## config.mk

```make
export PLATFORM = sky130hd
export DESIGN_NAME = thread_ready_queue_scheduler_core
export DESIGN_NICKNAME = d
export VERILOG_FILES = /design/src/trqs_pkg.sv /design/src/trqs_ram.sv /design/src/trqs_datapath.sv /design/src/trqs_ctrl.sv /design/src/thread_ready_queue_scheduler_core.sv
export VERILOG_INCLUDE_DIRS = /design/src /design/src/src
export SDC_FILE = /design/constraint.sdc
export NUM_CORES = 1
export LEC_CHECK = 0
export BUFFER_PORTS_ARGS = -buffer_cell sky130_fd_sc_hd__buf_2
export CAP_MARGIN = 30
export CORE_MARGIN = 2
export CORE_UTILIZATION = 24
export DETAILED_ROUTE_END_ITERATION = 8
export MAX_ROUTING_LAYER = met4
export PLACE_DENSITY_LB_ADDON = 0.3
export SLEW_MARGIN = 5
export SYNTH_ARGS = -nofsm -noshare
export SYNTH_HDL_FRONTEND = slang
export SYNTH_SLANG_ARGS = --single-unit
export TNS_END_PERCENT = 50
```

## constraint.sdc

```tcl
create_clock -name clk -period 4.3 [get_ports clk]
set_input_delay 0.215 -clock clk [delete_from_list [all_inputs] [get_ports clk]]
set_output_delay 0.215 -clock clk [all_outputs]
set_load 0.01 [all_outputs]
```

## src/thread_ready_queue_scheduler_core_assert.svh

```systemverilog
// Assertion macros for the ready-queue scheduler
`ifndef THREAD_READY_QUEUE_SCHEDULER_CORE_ASSERT_SVH
`define THREAD_READY_QUEUE_SCHEDULER_CORE_ASSERT_SVH

// implication checked on every clock edge outside reset
`define TRQS_ASSERT_IMP(label, clk, rst_n, ante, cons, msg) \
    label: assert property (@(posedge clk) disable iff (!rst_n) (ante) |-> (cons)) \
        else $error(msg);

// next-cycle implication
`define TRQS_ASSERT_NEXT(label, clk, rst_n, ante, cons, msg) \
    label: assert property (@(posedge clk) disable iff (!rst_n) (ante) |=> (cons)) \
        else $error(msg);

`endif

```

## src/trqs_pkg.sv

```systemverilog
// Shared types and constants for the ready-queue scheduler
package trqs_pkg;

    localparam int QUEUE_DEPTH_DEF = 16;

    localparam logic [2:0] ST_ADDED   = 3'd0;
    localparam logic [2:0] ST_FULL    = 3'd1;
    localparam logic [2:0] ST_SWITCH  = 3'd2;
    localparam logic [2:0] ST_KEEP    = 3'd3;
    localparam logic [2:0] ST_NONE    = 3'd4;

    localparam logic [1:0] MODE_RR    = 2'd0;
    localparam logic [1:0] MODE_LOT   = 2'd1;
    localparam logic [1:0] MODE_PRIO  = 2'd2;

    localparam logic KIND_ADD   = 1'b0;
    localparam logic KIND_SCHED = 1'b1;

    // controller -> datapath
    typedef struct packed {
        logic load;        // capture input item
        logic scan_start;  // reset scan index and accumulators
        logic scan_step;   // consume one read word
        logic mod_start;   // start remainder
        logic mod_step;    // one remainder bit
        logic pick_start;  // start second lottery pass
        logic shift_start; // begin compaction at chosen position
        logic shift_step;  // move one entry down
        logic push_new;    // append input item
        logic push_run;    // append running thread
        logic commit;      // update running regs and count
        logic res_load;    // load output register
        logic [2:0] res_status;
        logic drop_run;    // clear running_valid
    } trqs_cmd_t;

    // datapath -> controller
    typedef struct packed {
        logic kind;
        logic empty;
        logic full;
        logic run_keep;    // running_valid && still
        logic [1:0] mode;
        logic scan_last;   // current index is last entry
        logic sum_zero;
        logic mod_done;
        logic hit;         // lottery acc exceeds winner
        logic shift_last;  // compaction reached tail
    } trqs_sts_t;

endpackage

```

## src/trqs_ram.sv

```systemverilog
// Generic single-write, single-read RAM with registered read
module trqs_ram #(
    parameter int WIDTH = 8,
    parameter int DEPTH = 16
) (
    input  logic                     clk,
    input  logic                     we,
    input  logic [$clog2(DEPTH)-1:0] waddr,
    input  logic [WIDTH-1:0]         wdata,
    input  logic [$clog2(DEPTH)-1:0] raddr,
    output logic [WIDTH-1:0]         rdata
);
    logic [WIDTH-1:0] mem [DEPTH];

    always_ff @(posedge clk)
    begin
        if (we)
        begin
            mem[waddr] <= wdata;
        end
        rdata <= mem[raddr];
    end
endmodule

```

## src/trqs_datapath.sv

```systemverilog
// Queue storage, scan, remainder and result registers
module trqs_datapath #(
    parameter int QUEUE_DEPTH = trqs_pkg::QUEUE_DEPTH_DEF
) (
    input  logic                  clk,
    input  logic                  rst_n,
    input  trqs_pkg::trqs_cmd_t   cmd,
    output trqs_pkg::trqs_sts_t   sts,
    input  logic [1:0]            sched_mode,
    input  logic                  kind,
    input  logic [5:0]            thread_id,
    input  logic [7:0]            ticket_count,
    input  logic [7:0]            priority_level,
    input  logic                  current_still_running,
    input  logic [15:0]           random_value,
    output logic [2:0]            status,
    output logic [5:0]            selected_id,
    output logic [4:0]            queue_count
);
    localparam int AW = $clog2(QUEUE_DEPTH);
    localparam int CW = $clog2(QUEUE_DEPTH + 1);
    localparam int SW = 8 + CW;

    logic          kind_reg;
    logic [5:0]    tid_reg;
    logic [7:0]    tk_reg, pr_reg;
    logic          still_reg;
    logic [15:0]   rnd_reg;

    logic [CW-1:0] count_reg, count_next;
    logic          run_valid_reg;
    logic [5:0]    run_id_reg;
    logic [7:0]    run_tk_reg, run_pr_reg;

    logic [AW-1:0] idx_reg;     // scan / shift position
    logic [SW-1:0] acc_reg;     // ticket sum or running sum
    logic [SW-1:0] rem_reg;     // remainder (winning number)
    logic [4:0]    mbit_reg;    // remainder bit counter
    logic [7:0]    best_pr_reg;
    logic [AW-1:0] pos_reg;
    logic [5:0]    pick_id_reg;
    logic [7:0]    pick_tk_reg, pick_pr_reg;
    logic          lot_pass_reg;

    logic [2:0]    status_reg;
    logic [5:0]    sel_reg;
    logic [4:0]    qc_reg;

    logic [5:0]    rd_id;
    logic [7:0]    rd_tk, rd_pr;
    logic          we;
    logic [AW-1:0] waddr, raddr;
    logic [5:0]    wd_id;
    logic [7:0]    wd_tk, wd_pr;

    // read address leads idx by one at shift start and by two during shift steps; pos when no scan is running
    always_comb
    begin
        raddr = pos_reg;
        if (cmd.shift_start)
        begin
            raddr = AW'(pos_reg + 1'b1);
        end
        else if (cmd.shift_step)
        begin
            raddr = AW'(idx_reg + 2'd2);
        end
        else if (cmd.scan_start || cmd.pick_start)
        begin
            raddr = '0;
        end
        else if (cmd.scan_step)
        begin
            raddr = AW'(idx_reg + 1'b1);
        end
    end

    always_comb
    begin
        we    = 1'b0;
        waddr = idx_reg;
        wd_id = rd_id;
        wd_tk = rd_tk;
        wd_pr = rd_pr;
        if (cmd.shift_step)
        begin
            we = 1'b1;
        end
        else if (cmd.push_new)
        begin
            we    = 1'b1;
            waddr = AW'(count_reg);
            wd_id = tid_reg;
            wd_tk = tk_reg;
            wd_pr = pr_reg;
        end
        else if (cmd.push_run)
        begin
            // picked entry is already removed: new tail is old count minus one
            we    = 1'b1;
            waddr = AW'(count_reg - 1'b1);
            wd_id = run_id_reg;
            wd_tk = run_tk_reg;
            wd_pr = run_pr_reg;
        end
    end

    trqs_ram #(.WIDTH(6), .DEPTH(QUEUE_DEPTH)) u_ids (
        .clk(clk), .we(we), .waddr(waddr), .wdata(wd_id), .raddr(raddr), .rdata(rd_id));
    trqs_ram #(.WIDTH(8), .DEPTH(QUEUE_DEPTH)) u_tks (
        .clk(clk), .we(we), .waddr(waddr), .wdata(wd_tk), .raddr(raddr), .rdata(rd_tk));
    trqs_ram #(.WIDTH(8), .DEPTH(QUEUE_DEPTH)) u_prs (
        .clk(clk), .we(we), .waddr(waddr), .wdata(wd_pr), .raddr(raddr), .rdata(rd_pr));

    logic [SW-1:0] acc_sum;
    logic [SW:0]   rem_sh;
    assign acc_sum = acc_reg + SW'(rd_tk);
    assign rem_sh  = {rem_reg, rnd_reg[15 - mbit_reg[3:0]]};

    assign sts.kind       = kind_reg;
    assign sts.empty      = (count_reg == '0);
    assign sts.full       = (count_reg >= CW'(QUEUE_DEPTH));
    assign sts.run_keep   = run_valid_reg && still_reg;
    assign sts.mode       = sched_mode;
    assign sts.scan_last  = (CW'(idx_reg) + 1'b1 >= count_reg);
    assign sts.sum_zero   = (acc_reg == '0);
    assign sts.mod_done   = (mbit_reg == 5'd16);
    assign sts.hit        = (acc_sum > rem_reg);
    assign sts.shift_last = (CW'(idx_reg) + 1'b1 >= count_reg);

    always_comb
    begin
        count_next = count_reg;
        if (cmd.push_new)
        begin
            count_next = count_reg + 1'b1;
        end
        else if (cmd.commit)
        begin
            count_next = sts.run_keep ? count_reg : CW'(count_reg - 1'b1);
        end
    end

    always_ff @(posedge clk or negedge rst_n)
    begin
        if (!rst_n)
        begin
            count_reg     <= '0;
            run_valid_reg <= 1'b0;
            run_id_reg    <= '0;
            run_tk_reg    <= '0;
            run_pr_reg    <= '0;
        end
        else
        begin
            count_reg <= count_next;
            if (cmd.drop_run)
            begin
                run_valid_reg <= 1'b0;
            end
            else if (cmd.commit)
            begin
                run_valid_reg <= 1'b1;
                run_id_reg    <= pick_id_reg;
                run_tk_reg    <= pick_tk_reg;
                run_pr_reg    <= pick_pr_reg;
            end
        end
    end

    // count at output: commit lowers by one unless running thread returns
    always_ff @(posedge clk)
    begin
        if (cmd.load)
        begin
            kind_reg  <= kind;
            tid_reg   <= thread_id;
            tk_reg    <= ticket_count;
            pr_reg    <= priority_level;
            still_reg <= current_still_running;
            rnd_reg   <= random_value;
        end
        if (cmd.scan_start || cmd.pick_start)
        begin
            idx_reg      <= '0;
            acc_reg      <= '0;
            pos_reg      <= '0;
            best_pr_reg  <= '1;
            lot_pass_reg <= cmd.pick_start;
        end
        else if (cmd.scan_step)
        begin
            idx_reg <= AW'(idx_reg + 1'b1);
            acc_reg <= acc_sum;
            if (!lot_pass_reg && (idx_reg == '0 || rd_pr < best_pr_reg))
            begin
                best_pr_reg <= rd_pr;
                pos_reg     <= idx_reg;
            end
            if (lot_pass_reg)
            begin
                pos_reg <= idx_reg;
            end
        end
        else if (cmd.shift_start)
        begin
            idx_reg <= pos_reg;
        end
        else if (cmd.shift_step)
        begin
            idx_reg <= AW'(idx_reg + 1'b1);
        end
        if (cmd.mod_start)
        begin
            rem_reg  <= '0;
            mbit_reg <= '0;
        end
        else if (cmd.mod_step)
        begin
            mbit_reg <= mbit_reg + 1'b1;
            if (rem_sh >= {1'b0, acc_reg})
            begin
                rem_reg <= SW'(rem_sh - {1'b0, acc_reg});
            end
            else
            begin
                rem_reg <= SW'(rem_sh);
            end
        end
        // entry at pos is captured when shift starts (read issued earlier at pos)
        if (cmd.shift_start)
        begin
            pick_id_reg <= rd_id;
            pick_tk_reg <= rd_tk;
            pick_pr_reg <= rd_pr;
        end
        if (cmd.res_load)
        begin
            status_reg <= cmd.res_status;
            sel_reg    <= '0;
            qc_reg     <= 5'(count_next);
            if (cmd.res_status == trqs_pkg::ST_SWITCH)
            begin
                sel_reg <= pick_id_reg;
            end
            else if (cmd.res_status == trqs_pkg::ST_KEEP)
            begin
                sel_reg <= run_id_reg;
            end
        end
    end

    assign status      = status_reg;
    assign selected_id = sel_reg;
    assign queue_count = qc_reg;
endmodule

```

## src/trqs_ctrl.sv

```systemverilog
// Sequencer for add and schedule items
module trqs_ctrl (
    input  logic                clk,
    input  logic                rst_n,
    input  logic                in_valid,
    output logic                in_stall,
    output logic                out_valid,
    input  logic                out_stall,
    output trqs_pkg::trqs_cmd_t cmd,
    input  trqs_pkg::trqs_sts_t sts
);
    typedef enum logic [10:0] {
        S_IDLE   = 11'b00000000001,
        S_DECODE = 11'b00000000010,
        S_SUM    = 11'b00000000100,
        S_MOD    = 11'b00000001000,
        S_LOT    = 11'b00000010000,
        S_PRIO   = 11'b00000100000,
        S_RDPOS  = 11'b00001000000,
        S_GRAB   = 11'b00010000000,
        S_SHIFT  = 11'b00100000000,
        S_PUSH   = 11'b01000000000,
        S_OUT    = 11'b10000000000
    } state_t;

    state_t state_reg, state_next;
    logic   scan_first_reg, scan_first_next;

    assign in_stall  = (state_reg != S_IDLE);
    assign out_valid = (state_reg == S_OUT);

    // memory reads are registered: first cycle of a scan only primes the read
    always_comb
    begin
        state_next      = state_reg;
        scan_first_next = 1'b0;
        cmd             = '0;
        unique case (state_reg)
            S_IDLE:
            begin
                if (in_valid)
                begin
                    cmd.load   = 1'b1;
                    state_next = S_DECODE;
                end
            end
            S_DECODE:
            begin
                if (sts.kind == trqs_pkg::KIND_ADD)
                begin
                    cmd.res_load = 1'b1;
                    if (sts.full)
                    begin
                        cmd.res_status = trqs_pkg::ST_FULL;
                    end
                    else
                    begin
                        cmd.push_new   = 1'b1;
                        cmd.res_status = trqs_pkg::ST_ADDED;
                    end
                    state_next = S_OUT;
                end
                else if (sts.empty)
                begin
                    cmd.res_load = 1'b1;
                    if (sts.run_keep)
                    begin
                        cmd.res_status = trqs_pkg::ST_KEEP;
                    end
                    else
                    begin
                        cmd.res_status = trqs_pkg::ST_NONE;
                        cmd.drop_run   = 1'b1;
                    end
                    state_next = S_OUT;
                end
                else if (sts.mode == trqs_pkg::MODE_LOT)
                begin
                    cmd.scan_start  = 1'b1;
                    scan_first_next = 1'b1;
                    state_next      = S_SUM;
                end
                else if (sts.mode == trqs_pkg::MODE_PRIO)
                begin
                    cmd.scan_start  = 1'b1;
                    scan_first_next = 1'b1;
                    state_next      = S_PRIO;
                end
                else
                begin
                    cmd.scan_start = 1'b1;
                    state_next     = S_RDPOS;
                end
            end
            S_SUM:
            begin
                if (scan_first_reg)
                begin
                    scan_first_next = 1'b0;
                end
                else
                begin
                    cmd.scan_step = 1'b1;
                    if (sts.scan_last)
                    begin
                        cmd.mod_start = 1'b1;
                        state_next    = S_MOD;
                    end
                end
            end
            S_MOD:
            begin
                if (sts.sum_zero)
                begin
                    // all tickets zero: take head
                    cmd.scan_start = 1'b1;
                    state_next     = S_RDPOS;
                end
                else if (sts.mod_done)
                begin
                    cmd.pick_start  = 1'b1;
                    scan_first_next = 1'b1;
                    state_next      = S_LOT;
                end
                else
                begin
                    cmd.mod_step = 1'b1;
                end
            end
            S_LOT:
            begin
                if (!scan_first_reg)
                begin
                    cmd.scan_step = 1'b1;
                    if (sts.hit || sts.scan_last)
                    begin
                        state_next = S_RDPOS;
                    end
                end
            end
            S_PRIO:
            begin
                if (!scan_first_reg)
                begin
                    cmd.scan_step = 1'b1;
                    if (sts.scan_last)
                    begin
                        state_next = S_RDPOS;
                    end
                end
            end
            S_RDPOS:
            begin
                // no command: the read address defaults to pos_reg
                state_next = S_GRAB;
            end
            S_GRAB:
            begin
                cmd.shift_start = 1'b1;
                state_next      = S_SHIFT;
            end
            S_SHIFT:
            begin
                if (sts.shift_last)
                begin
                    state_next = S_PUSH;
                end
                else
                begin
                    cmd.shift_step = 1'b1;
                end
            end
            S_PUSH:
            begin
                // count still holds old value; write tail at count-1
                cmd.commit     = 1'b1;
                cmd.push_run   = sts.run_keep;
                cmd.res_load   = 1'b1;
                cmd.res_status = trqs_pkg::ST_SWITCH;
                state_next     = S_OUT;
            end
            S_OUT:
            begin
                if (!out_stall)
                begin
                    state_next = S_IDLE;
                end
            end
            default:
            begin
                state_next = S_IDLE;
            end
        endcase
    end

    always_ff @(posedge clk or negedge rst_n)
    begin
        if (!rst_n)
        begin
            state_reg      <= S_IDLE;
            scan_first_reg <= 1'b0;
        end
        else
        begin
            state_reg      <= state_next;
            scan_first_reg <= scan_first_next;
        end
    end

    `include "thread_ready_queue_scheduler_core_assert.svh"

    `TRQS_ASSERT_IMP(a_stall_busy, clk, rst_n, state_reg != S_IDLE, in_stall, "busy without stall")
    `TRQS_ASSERT_NEXT(a_load_leaves_idle, clk, rst_n, cmd.load, state_reg == S_DECODE, "load lost")
    `TRQS_ASSERT_IMP(a_one_push, clk, rst_n, 1'b1, !(cmd.push_new && cmd.push_run), "two pushes")
    `TRQS_ASSERT_NEXT(a_out_hold, clk, rst_n, out_valid && out_stall, out_valid, "result dropped")
endmodule

```

## src/thread_ready_queue_scheduler_core.sv

```systemverilog
// Top level: ready-queue thread scheduler
// An add or an empty-queue schedule goes from decode straight to the result; with
// entries queued a schedule runs entry-per-cycle scans (priority, lottery) and moves in
// the queue RAM, plus a 16-step remainder for lottery.
// One item at a time; the next is taken after the result transfers.
// Reset clears the queue count, running thread and mode; queue RAM is not cleared.
module thread_ready_queue_scheduler_core #(
    parameter int QUEUE_DEPTH = trqs_pkg::QUEUE_DEPTH_DEF
) (
    input  logic       clk,
    input  logic       rst_n,
    input  logic       cfg_we,
    input  logic [1:0] cfg_wdata,
    input  logic       in_valid,
    output logic       in_stall,
    input  logic       kind,
    input  logic [5:0] thread_id,
    input  logic [7:0] ticket_count,
    input  logic [7:0] priority_level,
    input  logic       current_still_running,
    input  logic [15:0] random_value,
    output logic       out_valid,
    input  logic       out_stall,
    output logic [2:0] status,
    output logic [5:0] selected_id,
    output logic [4:0] queue_count
);
    logic [1:0] mode_reg;
    trqs_pkg::trqs_cmd_t cmd;
    trqs_pkg::trqs_sts_t sts;

    always_ff @(posedge clk or negedge rst_n)
    begin
        if (!rst_n)
        begin
            mode_reg <= trqs_pkg::MODE_RR;
        end
        else if (cfg_we)
        begin
            mode_reg <= cfg_wdata;
        end
    end

    trqs_ctrl u_ctrl (
        .clk(clk), .rst_n(rst_n), .in_valid(in_valid), .in_stall(in_stall),
        .out_valid(out_valid), .out_stall(out_stall), .cmd(cmd), .sts(sts));

    trqs_datapath #(.QUEUE_DEPTH(QUEUE_DEPTH)) u_dp (
        .clk(clk), .rst_n(rst_n), .cmd(cmd), .sts(sts), .sched_mode(mode_reg),
        .kind(kind), .thread_id(thread_id), .ticket_count(ticket_count),
        .priority_level(priority_level), .current_still_running(current_still_running),
        .random_value(random_value), .status(status), .selected_id(selected_id),
        .queue_count(queue_count));
endmodule
```

# --- Word-level counts from Yosys, hierarchy flattened ---
# Memories as Yosys holds them, arrays and structs flattened. A register that Yosys moved wholly into a read port is not among the register bits.
# Index checks and enable logic that the tools add are counted.
totals:
  ff_bits: 166
  ramBits: 352
  input_bits: 47
  out_inout_bits: 16
  wordCells: 179
  mem_count: 3
memory_table:
  columns: ["memory", "words", "width", "rd", "rd_clocked_by_memory_dff", "write_ports", "line", "text"]
  rows:
  - ["u_dp.u_prs.mem", 16, 8, 1, 1, 1, "trqs_ram.sv:13", "logic [WIDTH-1:0] mem [DEPTH];"]
  - ["u_dp.u_tks.mem", 16, 8, 1, 1, 1, "trqs_ram.sv:13", null]
  - ["u_dp.u_ids.mem", 16, 6, 1, 1, 1, "trqs_ram.sv:13", null]
op_classes:
  add_sub_neg: 10
  n_lt_le_gt_ge: 6
  eq_ne: 27
  mux: 88
  bitwise_logic: 1
  reduce_logical: 17
ops:
  columns: ["cell", "n"]
  rows:
  - ["11-bit two-way mux", 13]
  - ["11-bit case mux with 11 select lines", 1]
  - ["4-bit two-way mux", 13]
  - ["8-bit two-way mux", 6]
  - ["1-bit two-way mux", 33]
  - ["32-bit by 5-bit less-than comparator with 1-bit output, second input constant", 1]
  - ["6-bit two-way mux", 5]
  - ["5-bit two-way mux", 4]
  - ["14-bit by 13-bit >= comparator with 1-bit output", 1]
  - ["7-bit two-way mux", 2]
  - ["13-bit by 8-bit adder with 13-bit output", 1]
  - ["13-bit > comparator", 1]
  - ["13-bit logical NOT", 1]
  - ["13-bit two-way mux", 1]
  - ["13-bit subtractor", 1]
  - ["11-bit by 1-bit == test with 1-bit output, second input constant", 1]
  - ["11-bit by 10-bit == test with 1-bit output, second input constant", 1]
  - ["11-bit == test, second input constant", 1]
  - ["11-bit by 2-bit == test with 1-bit output, second input constant", 1]
  - ["11-bit by 3-bit == test with 1-bit output, second input constant", 1]
  - ["11-bit by 4-bit == test with 1-bit output, second input constant", 1]
  - ["11-bit by 5-bit == test with 1-bit output, second input constant", 1]
  - ["11-bit by 6-bit == test with 1-bit output, second input constant", 1]
  - ["11-bit by 7-bit == test with 1-bit output, second input constant", 1]
  - ["other kinds (35)", 56]

# --- Depth between registers and ports, before layout ---
# Gate-level depths: netlist of run 1.
depth:
  word_depth: 9
  mapped_depth: 21
  depth_no_buf: 21

# --- By module ---
# A second synthesis of run 1 with hierarchy kept.
unflattened:
  cells_unflattened: 1569
  hier_area_um2: 23721.5
by_module_without_submodules:
  columns: ["mod", "n_inst", "cells_each", "area_per_inst_um2", "seq_area_each_um2"]
  rows:
  - ["trqs_ram at u_dp.u_prs ...", 2, 229, 5147.4, 4003.8]
  - ["trqs_datapath", 1, 814, 8486.9, 3953.8]
  - ["trqs_ram at u_dp.u_ids", 1, 178, 3895.0, 3002.9]
  - ["trqs_ctrl", 1, 115, 972.2, 301.5]
  - ["thread_ready_queue_scheduler_core", 1, 4, 72.6, 50.0]

# --- Worst setup path before layout of run 1 ---
# No wires, ideal clock.
synth_path:
  kind: "register to register"
  from: "register u_dp.mbit_reg[0]"
  to: "register u_dp.rem_reg[11]"
  setup_time_ns: 0.135
  arrival_ns: 3.742
  required_ns: 4.165
  slack_ns: 0.422
  stages_incl_launch_ff: 16
  n_path_buf: 2
  synth_period_minus_slack_ns: 3.878
  cell_sequence: "dfxtp_1 clkbuf_1 mux4_2 mux2_2 o21ai_0 ha_1 fa_1 nor2b_1 o21ai_0 a21o_1 a211oi_1 o31a_1 nor3_1 clkbuf_1 mux2i_1 o22ai_1"
synth_between:
  elab_chain_len: 5
  elab_cells_between_ends: 10
  cone_classes: "add/sub: 2; order compare: 1; eq/ne: 1; mux: 6"
synth_lines:
  columns: ["element", "line", "text"]
  rows:
  - ["start, declared", "trqs_datapath.sv:38", "logic [4:0] mbit_reg;"]
  - ["start signal, assigned", "trqs_datapath.sv:220", "mbit_reg <= mbit_reg + 1'b1;"]
  - ["4-bit by 4-bit subtractor with 5-bit output", "trqs_datapath.sv:118", "assign rem_sh = {rem_reg, rnd_reg[15 - mbit_reg[3:0]]};"]
  - ["1-bit binary-select mux with 4-bit select", "trqs_datapath.sv:118", null]
  - ["1-bit two-way mux (implied by the code)", "trqs_datapath.sv:118", null]
  - ["13-bit subtractor or 14-bit by 13-bit >= comparator with 1-bit output (tied branches)", "trqs_datapath.sv:223, trqs_datapath.sv:221", null]
  - ["13-bit two-way mux", "trqs_datapath.sv:221", "if (rem_sh >= {1'b0, acc_reg})"]
  - ["end signal, assigned", "trqs_datapath.sv:223", "rem_reg <= SW'(rem_sh - {1'b0, acc_reg});"]
  - ["end signal, assigned", "trqs_datapath.sv:227", "rem_reg <= SW'(rem_sh);"]
  - ["end, declared", "trqs_datapath.sv:37", "logic [SW-1:0] rem_reg;"]
# Parallel ways exist; a longest one is shown, timed or not. The select of a mux whose other input is x is not followed.
# A chain may end at the register's enable or synchronous reset.

# --- Worst setup path in the final report of run 1 ---
layout_path:
  from: "register u_dp.u_tks.rdata[0] (read register of u_dp.u_tks.mem)"
  to: "register u_ctrl.state_reg[4]"
layout_between:
  elab_chain_len: 5
layout_lines:
  columns: ["element", "line", "text"]
  rows:
  - ["start, declared", "trqs_ram.sv:11", "output logic [WIDTH-1:0] rdata"]
  - ["13-bit by 8-bit adder with 13-bit output", "trqs_datapath.sv:117", "assign acc_sum = acc_reg + SW'(rd_tk);"]
  - ["via u_dp.acc_sum[10]", "trqs_datapath.sv:115", "logic [SW-1:0] acc_sum;"]
  - ["13-bit > comparator", "trqs_datapath.sv:128", "assign sts.hit = (acc_sum > rem_reg);"]
  - ["1-bit logical OR", "trqs_ctrl.sv:135", "if (sts.hit || sts.scan_last)"]
  - ["2-bit by 1-bit != test with 1-bit output (no source line)", null, null]
  - ["10-bit AND reduction (no source line)", null, null]
  - ["end signal, assigned", "trqs_ctrl.sv:205", "state_reg <= state_next;"]
  - ["end, declared", "trqs_ctrl.sv:26", "state_t state_reg, state_next;"]
# The timed path passes the listed nets, and every way through them passes these cells.

==> metrics, run 1 <==
status=complete, no violations; via count=17.5k; Largest regs=u_dp.u_prs.mem x128, u_dp.u_tks.mem x128, u_dp.u_ids.mem x96; final wirelength=70800 µm; Synth area leaders=edfxtp_1 52%, dfxtp_1 5.6%, nand2_1 4.4%; CTS H-tree depth=2; detailed placement HPWL=42600 µm; Mapped Nets=2182; PD cells=620 mW/mm²; DRT iter0 DRCs=1446; Tcrit/Tclk final=91.9%; count leader, synth=edfxtp_1; Antenna Nets Post-Route=0; Synth Warn #=0; post-detailed-route wirelength per cell=19.4 µm; Post-synth EDFFs=429; R2R depth=18; # setup viols final=0; Tightest Pin Transition=0.888 ns; crit end category=flip-flop; Max-cap violations=0; area of the multi-input gates=0.00884 mm²; clock tree from TritonCTS=built; Initial Util=24.1%; drt first pass iters=6; CP max stage cell=fa_1; WP data required=4.80 ns; Die Y=326 µm; clock tree buffer depth=3; gr usage total=13.3%; P_leak=0.0106 µW; Hold Fails Final Rpt=0; flops & latches, synth=540; FF+latch area=0.0153 mm²; Top FF cell, synth=edfxtp_1; Post-layout nets=2326; top cell type's share of synthesized area=51.8%; critical path class=reg -> reg; IO buf count=62; CP peak stage delay=0.46 ns; cell area after synthesis=0.0249 mm²; first-pass GRT wire length=106000 µm; Die ar.=0.106 mm²; Die Wd=326 µm; skew final=0.0244 ns; total CTS buffers=55; Cells after Synth=2077; largest net degree at the start of global routing=110; maximum VDD drop=0.408 mV; fill count=10.4k; placed cells=3492; Design Power=18400 µW; Area Overhead vs Synth=19.5%; crit path max fanout=4; largest area contributor in the netlist=edfxtp_1; Vias/cell=4.80; crit path time final=3.95 ns; clock-pin slew on the worst setup and hold paths=0.06 ns; Skew-Pair Late Insertion Delay=0.63 ns; Residual DRC=0; Seq/Total Area, Yosys=61.6%; vias in the first global route=17.2k; Post-synth top cells=429 x edfxtp_1, 289 x nand2_1, 132 x o21ai_0; CP startpoint kind=flip-flop; top-level I/O count=63; Fmax=253 MHz; Syn Area/Cell=12.0 µm²; Post-synth ARST share=7.78%; Yosys cell types=83; row cnt=118; CP cell instances=ha_1 > inv_1 > fa_1 > nor2b_1 > o21ai_0 > a21boi_1 > o21ai_0 > a21boi_1 > o21a_1 > nor2_1 > nor2_1 > xnor2_1 > ha_1 > a2111oi_2 > o211ai_1 > o21ai_1 > a31o_2 > mux2_2; CTS sink cnt=540; HP Class=in -> async; Non-Filler Instances=3647; Worst EP arrival=4.45 ns; gp weighted congestion=0.871; initial antenna violation count=0; total congestion overflow=0; Root Buffer=clkbuf_16; max-slew violations=0; area of the core=0.103 mm²; ratio of cells with drive above 1 in the final layout=15.7%; Worst slew margin=40.5%
==> power by group <==
part / internal, µW / switching (µW) / leakage [µW]
logic: 2450 / 3910 / 0.00469
registers: 6830 / 478 / 0.00501
clock network: 2740 / 2030 / 0.000869
==> worst max-delay path: cells and delay by family, from the launching register on <==
kind	cells	cell delay [ns]
simple gates	3	0.30
compound gates	9	1.70
mux	1	0.34
flops	1	0.35
buf+inv	1	0.06
xor+xnor	1	0.08
fa+ha+maj	3	1.00
==> layout make-up <==
class / count / area share, %
clock inverter: 21 / 0.733
timing repair buffer: 220 / 6.16
multi-input combinational: 1342 / 29.7
antenna: 1 / 0.00842
tap: 1380 / 5.81
sequential: 540 / 51.5
clock buffer: 81 / 5.23
inverter: 62 / 0.783
==> timing repair <==
item,in CTS,in global routing
resized for setup,0,9
hold buffers,49,0
setup buffers,0,1
endpoints found under the setup margin,0,5
endpoints found under the hold margin,86,0
==> cells by family (layout without fill, tap and decap cells) <==
logic type               Yosys count  in the layout  synth area share [%]
AND/OR/NAND/NOR                  584            584                  10.8
XOR/XNOR                          38             38                  1.34
AO/OA/AOI/OAI                    508            508                  13.2
other                              0              1                     0
buffers and inverters            195            384                  3.45
adder cells (fa/ha/maj)           58             58                  2.98
multiplexers                     154            154                  6.63
flip-flops                       540            540                  61.6
==> per-layer routing <==
layer  GRT usage (%)  up-vias  routed length [µm]  part of all wire [%]
li1                -     8112                   -                     -
met1            16.5     8774               30600                    43
met2            22.2      490               34500                    49
met3            2.19      119                3760                   5.3
met4            4.21        0                2000                   2.8
met5               -        -                   0                     0
==> final timing paths <==
check | start | slack (ns) | to
max reg2reg | u_dp.u_tks.rdata[0] | 0.35 | u_ctrl.state_reg[4]
min reg2reg | u_dp.u_ids.rdata[5] | 0.44 | u_dp.pick_id_reg[5]
max | u_dp.u_tks.rdata[0] | 0.35 | u_ctrl.state_reg[4]
max in group asynchronous | rst_n | 3.62 | u_dp.run_tk_reg[0]
min in group clk | priority_level[4] | 0.30 | u_dp.pr_reg[4]
min | rst_n | 0.24 | u_dp.run_pr_reg[5]
==> through the flow <==
| step | area (µm²) | setup TNS [ns] | hold WS (ns) | setup WS [ns] | utilization (%) |
|---|---|---|---|---|---|
| after global routing | 29700 | -0.00668 | 0.283 | -0.00668 | 28.8 |
| after floorplan | 24900 | 0 | -0.0806 | 0.422 | - |
| final | 29700 | 0 | 0.238 | 0.348 | 28.8 |
| after CTS | 29700 | 0 | 0.236 | 0.0529 | 28.7 |
| after global placement | 27300 | 0 | 0.356 | 0.0159 | 26.5 |
| after detailed placement | 27400 | 0 | 0.367 | 0.0752 | 26.6 |
==> cell usage in the layout, fill, tap and decap left out, types with 22 or more instances in the layout <==
master and count:
a21oi_1 115, a221o_1 22, a221oi_1 23, a22oi_1 22, a31oi_1 48, and3_1 24, buf_2 62, buf_4 91
clkbuf_16 56, dfrtp_1 41, dfxtp_1 68, dlygate4sd3_1 49, edfxtp_1 429, ha_1 56, inv_1 60, mux2_2 45
mux2i_1 105, nand2_1 287, nor2_1 83, nor3_1 61, o21ai_0 130, o22ai_1 25, or3_1 25, xnor2_1 24
(Power assumes the default switching activity.)
==> run 2, diff against run 1 <==
--- a/config.mk
+++ b/config.mk
@@ -11,7 +11,6 @@
 export CORE_MARGIN = 2
 export CORE_UTILIZATION = 24
 export DETAILED_ROUTE_END_ITERATION = 8
-export MAX_ROUTING_LAYER = met4
 export PLACE_DENSITY_LB_ADDON = 0.3
 export SLEW_MARGIN = 5
 export SYNTH_ARGS = -nofsm -noshare
==> metrics, run 2 (synthesis results as in run 1) <==
status=complete, no violations; IO buf count=62; clock tree from TritonCTS=built; Tightest Pin Transition=0.902 ns; post-detailed-route wirelength per cell=19.4 µm; Skew-Pair Late Insertion Delay=0.63 ns; top-level I/O count=63; Max-cap violations=0; area of the core=0.103 mm²; Largest regs=u_dp.u_prs.mem x128, u_dp.u_tks.mem x128, u_dp.u_ids.mem x96; total CTS buffers=55; gr usage total=12.9%; dpl cell area=0.0274 mm²; clock-pin slew on the worst setup and hold paths=0.06 ns; maximum VDD drop=0.408 mV; Post-layout nets=2326; clock tree buffer depth=3; total congestion overflow=0; row cnt=118; max-slew violations=0; combinational power share=34.5%; P_leak=0.0106 µW; HP Class=in -> async; detailed placement HPWL=42600 µm; CP startpoint kind=flip-flop; vias in the first global route=17.2k; commonest non-fill, non-tap cells in the layout=429 x edfxtp_1, 287 x nand2_1, 130 x o21ai_0; Antenna Nets Post-Route=0; commonest non-fill, non-tap cell in the layout=edfxtp_1; # setup viols final=0; DRT iter0 DRCs=1507; Root Buffer=clkbuf_16; Worst slew margin=39.6%; PD cells=620 mW/mm²; Die ar.=0.106 mm²; Design Power=18400 µW; critical path class=reg -> reg; Residual DRC=0; Vias/cell=4.79; Die Wd=326 µm; internal power=12000 µW; crit end category=flip-flop; via count=17.5k; skew final=0.0226 ns; gp weighted congestion=0.857; sequential power share=39.7%; initial antenna violation count=0; largest net degree at the start of global routing=110; Initial Util=24.1%; Hold Fails Final Rpt=0; drt first pass iters=7; switching portion of total power=34.8%; Die Y=326 µm; CTS H-tree depth=2; clock group share of total power=25.8%; CTS sink cnt=540; crit path time final=3.95 ns; final wirelength=70700 µm; Final Cell Area=0.0297 mm²; Fmax=253 MHz; ratio of cells with drive above 1 in the final layout=15.7%; first-pass GRT wire length=106000 µm; Area Overhead vs Synth=19.5%; Tcrit/Tclk final=91.9%; WP data required=4.80 ns; Switch Pwr=6410 µW; crit path max fanout=4; Worst EP arrival=4.45 ns
==> run 2: cell counts in the layout (fill, tap and decap cells not counted) <==
No cell type changed its count.
==> run 2: area by class of cell <==
cell class | count | area, µm²
multi-input combinational | 1342 | 8840
timing repair buffer | 220 | 1830
clock inverter | 21 | 218
sequential | 540 | 15300
clock buffer | 81 | 1560
inverter | 62 | 233
tap | 1380 | 1730
antenna | 1 | 2.50
fill | 10400 | 73500
==> run 2: power groups by stage <==
stage,Sequential [µW],Combinational [µW],Clock (µW)
floorplan,7210,4270,0
detailed placement,7410,6280,0
CTS,7310,6370,4890
finish,7310,6360,4750
global route,7360,7070,5080
global placement,7410,6090,0
==> run 2: per-layer routing <==
metal	track usage, %	share of wire, %	vias to the layer above
li1	-	-	8111
met1	16.5	43	8738
met2	22.2	49	484
met3	2.17	5.3	124
met4	4.13	2.8	0
met5	0	0	-
==> run 2: worst paths after layout <==
path / start / endpoint / slack, ns / cells after the start
setup / recovery: u_dp.u_tks.rdata[0] / u_ctrl.state_reg[4] / 0.35 / 18
max in group asynchronous: rst_n / u_dp.run_tk_reg[0] / 3.62 / 3
hold reg to reg: u_dp.u_ids.rdata[5] / u_dp.pick_id_reg[5] / 0.44 / 0
setup reg to reg: u_dp.u_tks.rdata[0] / u_ctrl.state_reg[4] / 0.35 / 18
hold / removal: rst_n / u_dp.run_pr_reg[4] / 0.24 / 3
min in group clk: priority_level[4] / u_dp.pr_reg[4] / 0.30 / 2
==> run 2: metrics by stage <==
stage	utilization [%]	setup WS (ns)	hold WS, ns	setup TNS (ns)	std cells
2_1_floorplan	-	0.422	-0.0806	0	2077
3_3_place_gp	26.5	0.0159	0.356	0	3483
3_5_place_dp	26.6	0.0752	0.367	0	3492
4_1_cts	28.7	0.0529	0.236	0	3643
5_1_grt	28.8	-0.00668	0.283	-0.00668	3646
6_report	28.8	0.346	0.238	0	3647
==> run 2: worst max-delay path, cell delays in order (launching register included) <==
cell       delay, ns
dfxtp_1         0.35
ha_1            0.18
inv_1           0.06
fa_1            0.46
nor2b_1         0.12
o21ai_0         0.11
a21boi_1        0.18
o21ai_0         0.12
a21boi_1        0.20
o21a_1          0.14
nor2_1          0.05
nor2_1          0.13
xnor2_1         0.08
ha_1            0.36
a2111oi_2       0.38
o211ai_1        0.17
o21ai_1         0.19
a31o_2          0.22
mux2_2          0.34
==> run 2: timing repair <==
action                                 CTS  global route
setup endpoints to repair                0             5
endpoints found under the hold margin   86             0
gates resized for setup                  0             9
setup buffers                            0             1
hold buffers                            49             0
